**src/rtl/core/xcfr_pkg.sv**
```systemverilog
package xcfr_pkg;

  localparam int unsigned ByteW = 8;
  localparam int unsigned PosW  = 9;

  // frame_status codes
  localparam logic [1:0] StatusGood     = 2'd0;
  localparam logic [1:0] StatusXorBad   = 2'd1;
  localparam logic [1:0] StatusNoEnd    = 2'd2;
  localparam logic [1:0] StatusTooShort = 2'd3;

  // configuration register indexes
  localparam logic CfgStartMarker = 1'b0;
  localparam logic CfgEndMarker   = 1'b1;

  localparam logic [ByteW-1:0] StartMarkerRst = 8'h01;
  localparam logic [ByteW-1:0] EndMarkerRst   = 8'h03;

  localparam logic [ByteW-1:0] SearchLen  = 8'h0F;
  localparam logic [ByteW-1:0] SearchData = 8'h3E;
  localparam logic [PosW-1:0]  MinSize    = 9'd10;
  localparam logic [PosW-1:0]  FirstData  = 9'd7;
  localparam logic [PosW-1:0]  HeadBytes  = 9'd9;

  typedef struct packed {
    logic             is_end;
    logic [ByteW-1:0] payload_byte;
    logic [1:0]       frame_status;
    logic [ByteW-1:0] box_address;
    logic [ByteW-1:0] device_address;
    logic [ByteW-1:0] sequence_count;
    logic [ByteW-1:0] payload_count;
  } xcfr_item_t;

endpackage

```
**src/rtl/core/xor_checked_frame_receiver.sv**
```systemverilog
// Frame receiver for start/length/addresses/data/end-marker/check-byte frames
// guarded by an XOR block check. Feed it one received byte per transaction;
// it hunts for the start marker, reads the length byte (frame size is length
// plus 1, sizes under 10 are reported at once as too short), latches the box
// and device addresses from frame bytes 2 and 3, and passes data bytes from
// offset 7 onward out as they arrive (is_end_o low). The final byte closes
// the frame with one end transaction (is_end_o high) carrying the status,
// the addresses, the reply sequence count and the data byte count. Bad
// frames are flagged in the status, never withheld. The block takes one
// byte per clock cycle sustained while the result side keeps up; a byte
// sits in the input register while the single-pass decoder works on it,
// and its result is then loaded into the output register. A stalled
// result holds the input register, which then stalls the input. The start
// and end marker registers may be rewritten only while the block is idle.
module xor_checked_frame_receiver import xcfr_pkg::*; (
  input  logic             clk_i,
  input  logic             rst_ni,
  // configuration write port
  input  logic             cfg_we_i,
  input  logic             cfg_index_i,
  input  logic [ByteW-1:0] cfg_wdata_i,
  // received byte channel
  input  logic             in_valid_i,
  output logic             in_stall_o,
  input  logic [ByteW-1:0] rx_byte_i,
  // result channel
  output logic             out_valid_o,
  input  logic             out_stall_i,
  output logic             is_end_o,
  output logic [ByteW-1:0] payload_byte_o,
  output logic [1:0]       frame_status_o,
  output logic [ByteW-1:0] box_address_o,
  output logic [ByteW-1:0] device_address_o,
  output logic [ByteW-1:0] sequence_count_o,
  output logic [ByteW-1:0] payload_count_o
);

  logic [ByteW-1:0] start_marker_q;
  logic [ByteW-1:0] end_marker_q;

  logic             in_valid_q, in_valid_d;
  logic [ByteW-1:0] in_byte_q;

  logic             out_valid_q, out_valid_d;
  xcfr_item_t       out_item_q;

  logic             in_accept;
  logic             advance;
  logic             item_valid;
  xcfr_item_t       item;

  // Marker registers.
  always_ff @(posedge clk_i or negedge rst_ni) begin
    if (!rst_ni) begin
      start_marker_q <= StartMarkerRst;
      end_marker_q   <= EndMarkerRst;
    end else if (cfg_we_i) begin
      case (cfg_index_i)
        CfgStartMarker: start_marker_q <= cfg_wdata_i;
        CfgEndMarker:   end_marker_q   <= cfg_wdata_i;
        default: ;
      endcase
    end
  end

  // The held byte advances whenever the output register is free or being
  // drained this cycle; bytes that produce nothing advance as well.
  assign advance    = in_valid_q && (!out_valid_q || !out_stall_i);
  assign in_stall_o = in_valid_q && !advance;
  assign in_accept  = in_valid_i && !in_stall_o;

  always_comb begin
    in_valid_d = in_valid_q;
    if (in_accept) begin
      in_valid_d = 1'b1;
    end else if (advance) begin
      in_valid_d = 1'b0;
    end
  end

  always_ff @(posedge clk_i or negedge rst_ni) begin
    if (!rst_ni) begin
      in_valid_q <= 1'b0;
    end else begin
      in_valid_q <= in_valid_d;
    end
  end

  always_ff @(posedge clk_i) begin
    if (in_accept) begin
      in_byte_q <= rx_byte_i;
    end
  end

  // Frame state and single-pass decode of the held byte.
  xcfr_parse u_parse (
    .clk_i          (clk_i),
    .rst_ni         (rst_ni),
    .step_i         (advance),
    .byte_i         (in_byte_q),
    .start_marker_i (start_marker_q),
    .end_marker_i   (end_marker_q),
    .item_valid_o   (item_valid),
    .item_o         (item)
  );

  // Output register: load a new result, otherwise hold until taken.
  always_comb begin
    out_valid_d = out_valid_q && out_stall_i;
    if (advance && item_valid) begin
      out_valid_d = 1'b1;
    end
  end

  always_ff @(posedge clk_i or negedge rst_ni) begin
    if (!rst_ni) begin
      out_valid_q <= 1'b0;
    end else begin
      out_valid_q <= out_valid_d;
    end
  end

  always_ff @(posedge clk_i) begin
    if (advance && item_valid) begin
      out_item_q <= item;
    end
  end

  assign out_valid_o      = out_valid_q;
  assign is_end_o         = out_item_q.is_end;
  assign payload_byte_o   = out_item_q.payload_byte;
  assign frame_status_o   = out_item_q.frame_status;
  assign box_address_o    = out_item_q.box_address;
  assign device_address_o = out_item_q.device_address;
  assign sequence_count_o = out_item_q.sequence_count;
  assign payload_count_o  = out_item_q.payload_count;

endmodule

```
**src/rtl/core/xcfr_parse.sv**
```systemverilog
module xcfr_parse import xcfr_pkg::*; (
  input  logic             clk_i,
  input  logic             rst_ni,
  input  logic             step_i,
  input  logic [ByteW-1:0] byte_i,
  input  logic [ByteW-1:0] start_marker_i,
  input  logic [ByteW-1:0] end_marker_i,
  output logic             item_valid_o,
  output xcfr_item_t       item_o
);

  localparam logic PhHunt  = 1'b0;
  localparam logic PhFrame = 1'b1;

  logic             phase_q, phase_d;
  logic [PosW-1:0]  pos_q, pos_d;
  logic [PosW-1:0]  size_q, size_d;
  logic [ByteW-1:0] xor_q, xor_d;
  logic [ByteW-1:0] prev_q, prev_d;
  logic [ByteW-1:0] len_q, len_d;
  logic [ByteW-1:0] first_q, first_d;
  logic [ByteW-1:0] box_q, box_d;
  logic [ByteW-1:0] dev_q, dev_d;
  logic [ByteW-1:0] seq_q, seq_d;

  logic [PosW-1:0] size_eff;
  logic [PosW:0]   pos_p1;
  logic [PosW:0]   pos_p2;
  logic [PosW-1:0] count_full;
  logic [1:0]      status;

  always_comb begin
    size_eff   = (pos_q == PosW'(1)) ? ({1'b0, byte_i} + PosW'(1)) : size_q;
    pos_p1     = {1'b0, pos_q} + (PosW+1)'(1);
    pos_p2     = {1'b0, pos_q} + (PosW+1)'(2);
    count_full = size_eff - HeadBytes;

    if (prev_q != end_marker_i) begin
      status = StatusNoEnd;
    end else if (xor_q != byte_i) begin
      status = StatusXorBad;
    end else begin
      status = StatusGood;
    end

    phase_d = phase_q;
    pos_d   = pos_q;
    size_d  = size_q;
    xor_d   = xor_q;
    prev_d  = prev_q;
    len_d   = len_q;
    first_d = first_q;
    box_d   = box_q;
    dev_d   = dev_q;
    seq_d   = seq_q;

    item_valid_o = 1'b0;
    item_o       = '0;

    if (phase_q == PhHunt) begin
      // drop bytes until the opening marker
      if (byte_i == start_marker_i) begin
        phase_d = PhFrame;
        pos_d   = PosW'(1);
        xor_d   = byte_i;
        prev_d  = byte_i;
      end
    end else if (pos_q == PosW'(1) && size_eff < MinSize) begin
      len_d                 = byte_i;
      size_d                = size_eff;
      item_valid_o          = 1'b1;
      item_o.is_end         = 1'b1;
      item_o.frame_status   = StatusTooShort;
      item_o.sequence_count = seq_q;
      phase_d               = PhHunt;
      pos_d                 = '0;
    end else begin
      if (pos_q == PosW'(1)) begin
        len_d  = byte_i;
        size_d = size_eff;
      end
      if (pos_q == PosW'(2)) begin
        box_d = byte_i;
      end
      if (pos_q == PosW'(3)) begin
        dev_d = byte_i;
      end

      if (pos_p1 >= {1'b0, size_eff}) begin
        // block check byte closes the frame
        if (status == StatusGood) begin
          if (len_q == SearchLen && first_q == SearchData) begin
            seq_d = '0;
          end else begin
            seq_d = seq_q + ByteW'(1);
          end
        end
        item_valid_o          = 1'b1;
        item_o.is_end         = 1'b1;
        item_o.frame_status   = status;
        item_o.box_address    = box_q;
        item_o.device_address = dev_q;
        item_o.sequence_count = seq_d;
        item_o.payload_count  = count_full[ByteW-1:0];
        phase_d               = PhHunt;
        pos_d                 = '0;
      end else begin
        if (pos_q >= FirstData && pos_p2 < {1'b0, size_eff}) begin
          if (pos_q == FirstData) begin
            first_d = byte_i;
          end
          item_valid_o        = 1'b1;
          item_o.payload_byte = byte_i;
        end
        xor_d  = xor_q ^ byte_i;
        prev_d = byte_i;
        pos_d  = pos_p1[PosW-1:0];
      end
    end
  end

  always_ff @(posedge clk_i or negedge rst_ni) begin
    if (!rst_ni) begin
      phase_q <= PhHunt;
      pos_q   <= '0;
      size_q  <= '0;
      xor_q   <= '0;
      prev_q  <= '0;
      len_q   <= '0;
      first_q <= '0;
      box_q   <= '0;
      dev_q   <= '0;
      seq_q   <= '0;
    end else if (step_i) begin
      phase_q <= phase_d;
      pos_q   <= pos_d;
      size_q  <= size_d;
      xor_q   <= xor_d;
      prev_q  <= prev_d;
      len_q   <= len_d;
      first_q <= first_d;
      box_q   <= box_d;
      dev_q   <= dev_d;
      seq_q   <= seq_d;
    end
  end

endmodule

```
**config.mk**
```make
export PLATFORM = sky130hd
export DESIGN_NAME = xor_checked_frame_receiver
export DESIGN_NICKNAME = d
export VERILOG_FILES = /design/src/rtl/core/xcfr_pkg.sv /design/src/rtl/core/xor_checked_frame_receiver.sv /design/src/rtl/core/xcfr_parse.sv
export SDC_FILE = /design/constraint.sdc
export NUM_CORES = 1
export LEC_CHECK = 0
export ABC_AREA = 1
export BUFFER_PORTS_ARGS = -buffer_cell sky130_fd_sc_hd__clkbuf_2
export CORE_ASPECT_RATIO = 1.4
export CORE_MARGIN = 2
export CORE_UTILIZATION = 45
export DETAILED_ROUTE_END_ITERATION = 12
export GPL_TIMING_DRIVEN = 0
export REMOVE_ABC_BUFFERS = 1
export SKIP_LAST_GASP = 1
export SLEW_MARGIN = 40
export SYNTH_ARGS = -nofsm -noshare
export SYNTH_HDL_FRONTEND = slang
export SYNTH_SLANG_ARGS = --single-unit
```
**constraint.sdc**
```tcl
create_clock -name clk_i -period 9.2 [get_ports clk_i]
set_input_delay 0.46 -clock clk_i [delete_from_list [all_inputs] [get_ports clk_i]]
set_output_delay 0.46 -clock clk_i [all_outputs]
set_load 0.005 [all_outputs]
```
==> impl_metrics.ini, run 1 <==
[run_status]
status = finished, final reports clean

[finish]
final-seq-area_sq_mm = 0.00386
fill_cells = 1686
largestRegisters = u_parse.pos_q: 9 flops, u_parse.size_q: 9 flops
multi_input_comb_area_sq_mm = 0.00344
stdcell_area_sq_mm = 0.00898
syn_to_final_growth_pct = 13.7
nets = 971
drive_gt1_share_pct = 23.7
diodes = 0

[clocking]
tritoncts = built
cts-root-buf = clkbuf_16
clock-sinks = 144
htree_levels = 4
post_cts_buffers = 0
clockBufferDepth = 2
clk_latency_ps = 430
cts_buffers = 17
clkSlewWorstSetupHoldPaths_ps = 70

[yosys]
synth_top_area_cell = dfrtp_1
synth.area.top_cells = dfrtp_1, edfxtp_1, nand2_1
synth_seq_cells = 144
synthArstFlopShare_pct = 64.6
syn_area_per_cell_sq_um = 9.13
synth_edf_count = 51
netlist.area_leader.share_pct = 28.5
synth_area_sq_mm = 0.00790
yosys_warnings = 0
synth.distinct_cells = 49
ys.flop_type = dfrtp_1
ys_seq_area_share_pct = 48.9
synth_cells = 865

[min_path]
hold_start = rx_byte_i[5]
hold_depth = 1
hold-path-endpoint = in_byte_q[5]
hp-class = input pin to register

[setup_path]
slowest_stage = dfrtp_1
endpoint_kind = register
r2r_slack_ps = 5150
r2r_end = device_address_o[1]
critPathLaunchType = register
reg2reg_depth = 26
cp_max_fo = 39
criticalPathCategory = register to register
max_stage_delay_ps = 550
cpMostUsedCell = nand2_1
worstPathArrival_ps = 4170
required_ps = 9320
reg2reg_from = u_parse.pos_q[0]

[sta]
min_period_ps = 4050
timing.hold.ws_ps = 200
fin_tns_setup_ps = 0
slew_headroom_pct = 57.1
timing.fmax_mhz = 247
finalCritPeriodShare_pct = 44.0
finalSetupViolations = 0
clock_skew_ps = 8.06
hold_viol = 0
rsz0062_at_grt = false
timing.final.ws_setup_ps = 5150
timing.final.max_slew_violations = 0
tightestPinTransition_ps = 639

[floorplanning]
die-width_microns = 116
start_util_pct = 45.7
io_pins = 67
coreArea_sq_mm = 0.0173
num_rows = 57
die_h_microns = 161
dieArea_sq_mm = 0.0186

[drt]
drt_wl_total_microns = 17300
via_per_inst = 4.85
drt-wirelength-per-cell_microns = 14.7
drc = 0
ant_nets = 0
drt_iter0_drc = 253
dr_total_vias = 5698
first_pass_iters = 5

[placed_design]
place_ws_ps = 5170
placed_area_sq_mm = 0.00840
dp_hpwl_microns = 12500
place.gp.congestion = 0.839
port_buffers = 66

[power]
leakagePower_nw = 4.20
ir_drop_uv = 123
power_mw = 3.03
power_density_mw_per_mm2 = 337

[grt]
globalRouteOverflowTotal = 0
grt.total_usage_pct = 20.3
grt_start_max_net_pins = 59
antenna_found_initial = 0
grt_pass1_vias = 5521
grt_pass1_wl_microns = 28900

[job]
drv_cap = 0
==> final cells by class <==
cell class	instances	share of cell area (%)
sequential	144	43.0
multi-input combinational	585	38.3
clock buffer	17	4.74
inverter	110	4.67
timing repair buffer	69	4.42
tap	236	3.29
clock inverter	15	1.57
==> report_power, final <==
part	internal, mW	leakage [nW]	total [mW]	switching (mW)
combinational	0.486	2.38	1.40	0.910
clock	0.358	0.272	0.665	0.307
sequential	0.845	1.55	0.966	0.121
==> cell usage in the layout, fill, tap and decap left out, drive strengths merged, types with 3 or more instances in the layout <==
cell / count
nand2: 223
inv: 117
dfrtp: 90
o21ai: 86
clkbuf: 83
nor2: 81
edfxtp: 51
nand3: 46
a21oi: 23
ha: 22
xor2: 18
nand4: 18
or2: 14
xnor2: 14
o21bai: 8
o22ai: 8
nor4: 8
nor3: 7
clkinv: 5
clkinvlp: 3
dfstp: 3
a21boi: 3
==> kinds of logic (layout without fill, tap and decap cells) <==
kind of cell | after synthesis | in the layout | synth area share [%]
buf+inv | 136 | 211 | 7.72
xor+xnor | 32 | 32 | 3.55
simple gates | 399 | 399 | 26.1
compound gates | 132 | 132 | 10.3
fa+ha+maj | 22 | 22 | 3.49
flops | 144 | 144 | 48.9
==> per-stage QoR <==
step | std cells | util, %
after CTS | 1176 | 52.0
after global placement | 1141 | 48.3
after floorplan | 839 | -
after global routing | 1176 | 52.0
final | 1176 | 52.0
after detailed placement | 1143 | 48.7
==> how the worst max path moves through the flow <==
stage | slack [ps] | depth (start not counted) | to | startpoint
CTS | 5130 | 26 | box_address_o[0] | u_parse.pos_q[0]
finish | 5150 | 26 | device_address_o[1] | u_parse.pos_q[0]
global route | 4740 | 24 | box_address_o[0] | u_parse.pos_q[0]
detailed placement | 5170 | 24 | device_address_o[1] | u_parse.pos_q[0]
global placement | 4160 | 18 | device_address_o[1] | u_parse.pos_q[0]
floorplan | 5370 | 21 | box_address_o[0] | u_parse.pos_q[1]
==> per-layer routing <==
metal | global-route usage [%] | routed length, microns | up-vias
met5 | 0 | 0 | -
met4 | 7.25 | 353 | 0
met1 | 26.5 | 7790 | 2633
met2 | 33.2 | 8680 | 90
li1 | - | - | 2950
met3 | 4.19 | 495 | 25
==> cell usage after synthesis (9+ instances only) <==
cell and n:
inv_1 99, o21ai_1 23, or2_2 14, nand2_4 10, xor2_1 18, nand4_1 16
nand2_2 30, edfxtp_1 51, xnor2_1 14, nand2_1 182, nor2_1 67, o21ai_2 13
ha_1 22, a21oi_1 14, a21oi_2 9, o21ai_0 50, nand3_1 39, dfrtp_1 90
buf_2 13
==> repair_timing <==
| item | 4_1_cts | 5_1_grt |
|---|---|---|
| hold buffers | 1 | 0 |
| hold endpoints to repair | 35 | 0 |
| gates resized for setup | 0 | 0 |
==> critical path: cells and delay by family, from the launching register on <==
family                   cells  cell delay, ps
AO/OA/AOI/OAI                1             210
adder cells (fa/ha/maj)      2             460
buffers and inverters        5             720
flip-flops                   1             550
AND/OR/NAND/NOR             18            1800
Note: power is estimated with default switching activity, not from simulation.
==> run 2, diff against run 1 <==
Settings changed: ABC_AREA 1 to 0, PLACE_DENSITY set to 0.65.
Clock period 9.2 ns to 3.6 ns, I/O delays scaled along.
==> impl_metrics.ini, run 2 <==
[clocking]
clkSlewWorstSetupHoldPaths_ps = 60
clockBufferDepth = 2
htree_levels = 4
cts-root-buf = clkbuf_16
tritoncts = built
clock-sinks = 144
cts_buffers = 17
clk_latency_ps = 430

[grt]
grt.total_usage_pct = 24.9
globalRouteOverflowTotal = 0
grt_start_max_net_pins = 65
antenna_found_initial = 0
grt_pass1_wl_microns = 33800
grt_pass1_vias = 6201

[sta]
min_period_ps = 3750
timing.final.max_slew_violations = 0
timing.fmax_mhz = 267
timing.final.ws_setup_ps = -146
rsz0062_at_grt = true
finalSetupViolations = 54
finalCritPeriodShare_pct = 104
tightestPinTransition_ps = 809
slew_headroom_pct = 45.9
clock_skew_ps = 10.0
hold_viol = 0

[setup_path]
criticalPathCategory = register to register
crit_family = compound AO/OA/AOI/OAI gates
critPathLaunchType = register
cp_max_fo = 8
reg2reg_from = u_parse.pos_q[7]
reg2reg_depth = 14
slowest_stage = or4b_4
cp_num_buf_inv = 4
worstPathArrival_ps = 3890
r2r_slack_ps = -150
crit_start = u_parse.pos_q[7]
r2r_end = frame_status_o[0]
required_ps = 3750
max_stage_delay_ps = 620
cpMostUsedCell = o21ai_4
endpoint_kind = register
crit_chain = or4b_4 > o21ai_4 > o21ai_4 > ha_4 > a21bo_4 > a211oi_4 > a221oi_4 > o21ai_4 > buf_12 > buf_12 > o21ai_4 > a21oi_4 > buf_4 > bufbuf_16

[finish]
nets = 852
most-common-layout-cells = dfrtp_1, clkbuf_2, buf_4, edfxtp_1, mux2_2
final_common_cell = dfrtp_1
syn_to_final_growth_pct = 32.0
largestRegisters = u_parse.pos_q: 9 flops, u_parse.size_q: 9 flops
drive_gt1_share_pct = 38.1
stdcell_area_sq_mm = 0.0101
finalNonFillerCells = 1024
diodes = 0

[placed_design]
place_ws_ps = -2030
port_buffers = 66
dp.cells = 905
dp_hpwl_microns = 13500
place.gp.congestion = 0.876
placed_area_sq_mm = 0.00821

[yosys]
synthArstFlopShare_pct = 64.6
synthAdderAreaFrac_pct = 3.59
synth.distinct_cells = 80
synth_compound_area_share_pct = 11.9
synth_mux_area_share_pct = 8.19
synth_top_family_by_area = simple AND/OR/NAND/NOR gates
synth-xor-area-share_pct = 5.37
ys_top_cells_by_count = dfrtp_1, edfxtp_1, mux2_2, nand2_1, nor2_1
synth_seq_cells = 144
netlist.area_leader.share_pct = 29.4
synth.area.top_cells = dfrtp_1, edfxtp_1, mux2_2
synth_cells = 670
ys_seq_area_share_pct = 50.4
post_synth_and_or_nand_nor_area_fraction_pct = 16.5
synth_edf_count = 51
synth_area_sq_mm = 0.00767
yosys_warnings = 0
synth_top_area_cell = dfrtp_1
syn_area_per_cell_sq_um = 11.4
ys.flop_type = dfrtp_1
synth_most_common_cell = dfrtp_1

[floorplanning]
coreArea_sq_mm = 0.0167
die_h_microns = 158
die-width_microns = 114
num_rows = 56
io_pins = 67
dieArea_sq_mm = 0.0181
start_util_pct = 45.8

[drt]
first_pass_iters = 5
drc = 0
dr_total_vias = 6175
drt_iter0_drc = 332
ant_nets = 0
drt_wl_total_microns = 22500
drt-wirelength-per-cell_microns = 21.9
via_per_inst = 6.03

[power]
power_mw = 7.59
ir_drop_uv = 395
power_density_mw_per_mm2 = 750
leakagePower_nw = 4.27

[run_status]
status = finished with violations
violations = setup timing

[min_path]
hold-path-endpoint = end_marker_q[0]
hp-class = input pin to register
hold_start = cfg_wdata_i[0]
hold_depth = 2

[job]
drv_cap = 0
[run 2: changes by cell type in the layout (fill, tap and decap cells not counted), sizes merged, moves of 19 or more]
cell   change
nand2    -181
o21ai     -57
nor2      -48
inv       -88
and3      +19
mux2      +51
buf       +74
[run 2: worst max-delay path by stage]
| stage | end | slack [ps] | cells after the start |
|---|---|---|---|
| 2_1_floorplan | box_address_o[0] | -2850 | 10 |
| 3_3_place_gp | payload_count_o[7] | -5330 | 10 |
| 3_5_place_dp | sequence_count_o[5] | -2030 | 13 |
| 4_1_cts | frame_status_o[0] | -150 | 15 |
| 5_1_grt | frame_status_o[0] | -230 | 15 |
| 6_report | frame_status_o[0] | -150 | 14 |
[run 2: metal layers]
metal | up-vias | part of all wire, % | routed length, microns | global-route usage [%]
li1 | 2774 | - | - | -
met1 | 3090 | 35 | 7930 | 26.5
met2 | 246 | 55 | 12400 | 44.8
met3 | 65 | 4.8 | 1090 | 5.10
met4 | 0 | 4.6 | 1030 | 15.7
met5 | - | 0 | 0 | 0
[run 2: worst register-to-register path: cells and delay by family, from the launching register on]
| family | cells | cell delay [ps] |
|---|---|---|
| AOI/OAI and AO/OA | 8 | 1410 |
| adders and majority gates | 1 | 250 |
| buffers and inverters | 4 | 640 |
| DFF | 1 | 540 |
| and+or+nand+nor | 1 | 630 |
[run 2: area by class of cell]
class / instances / area (sq um)
Tap cell: 203 / 254
Fill cell: 1286 / 6630
Clock buffer: 18 / 429
Timing Repair Buffer: 158 / 1370
Multi-Input combinational cell: 464 / 3980
Clock inverter: 14 / 130
Sequential cell: 144 / 3870
Inverter: 23 / 86.3
[run 2: where the power goes]
group / internal (mW) / total (mW) / switching (mW)
registers: 2.05 / 2.34 / 0.290
clock network: 0.960 / 1.69 / 0.729
logic: 1.73 / 3.56 / 1.83
total: 4.74 / 7.59 / 2.85
[run 2: kinds of logic after synthesis]
group,count (synthesis)
XOR/XNOR,47
flip-flops,144
multiplexers,56
buffers and inverters,64
AND/OR/NAND/NOR,213
adder cells (fa/ha/maj),22
AO/OA/AOI/OAI,124
[run 2: through the flow]
stage | util (%) | setup TNS, ps | hold slack, ps
finish | 60.4 | -6190 | 11.2
global route | 60.4 | -12480 | 9.63
CTS | 57.9 | -6150 | 2.76
detailed placement | 49.0 | -193170 | 108
global placement | 47.9 | -393520 | 357
floorplan | - | -163330 | -116
[run 2: repair_timing]
item                                   in CTS  in global routing
buffers inserted                           48                 19
hold buffers                               13                  0
gates resized for setup                    61                 41
gates cloned                                5                  2
pin swaps                                  15                 17
setup endpoints to repair                 129                115
endpoints found under the hold margin      42                  0
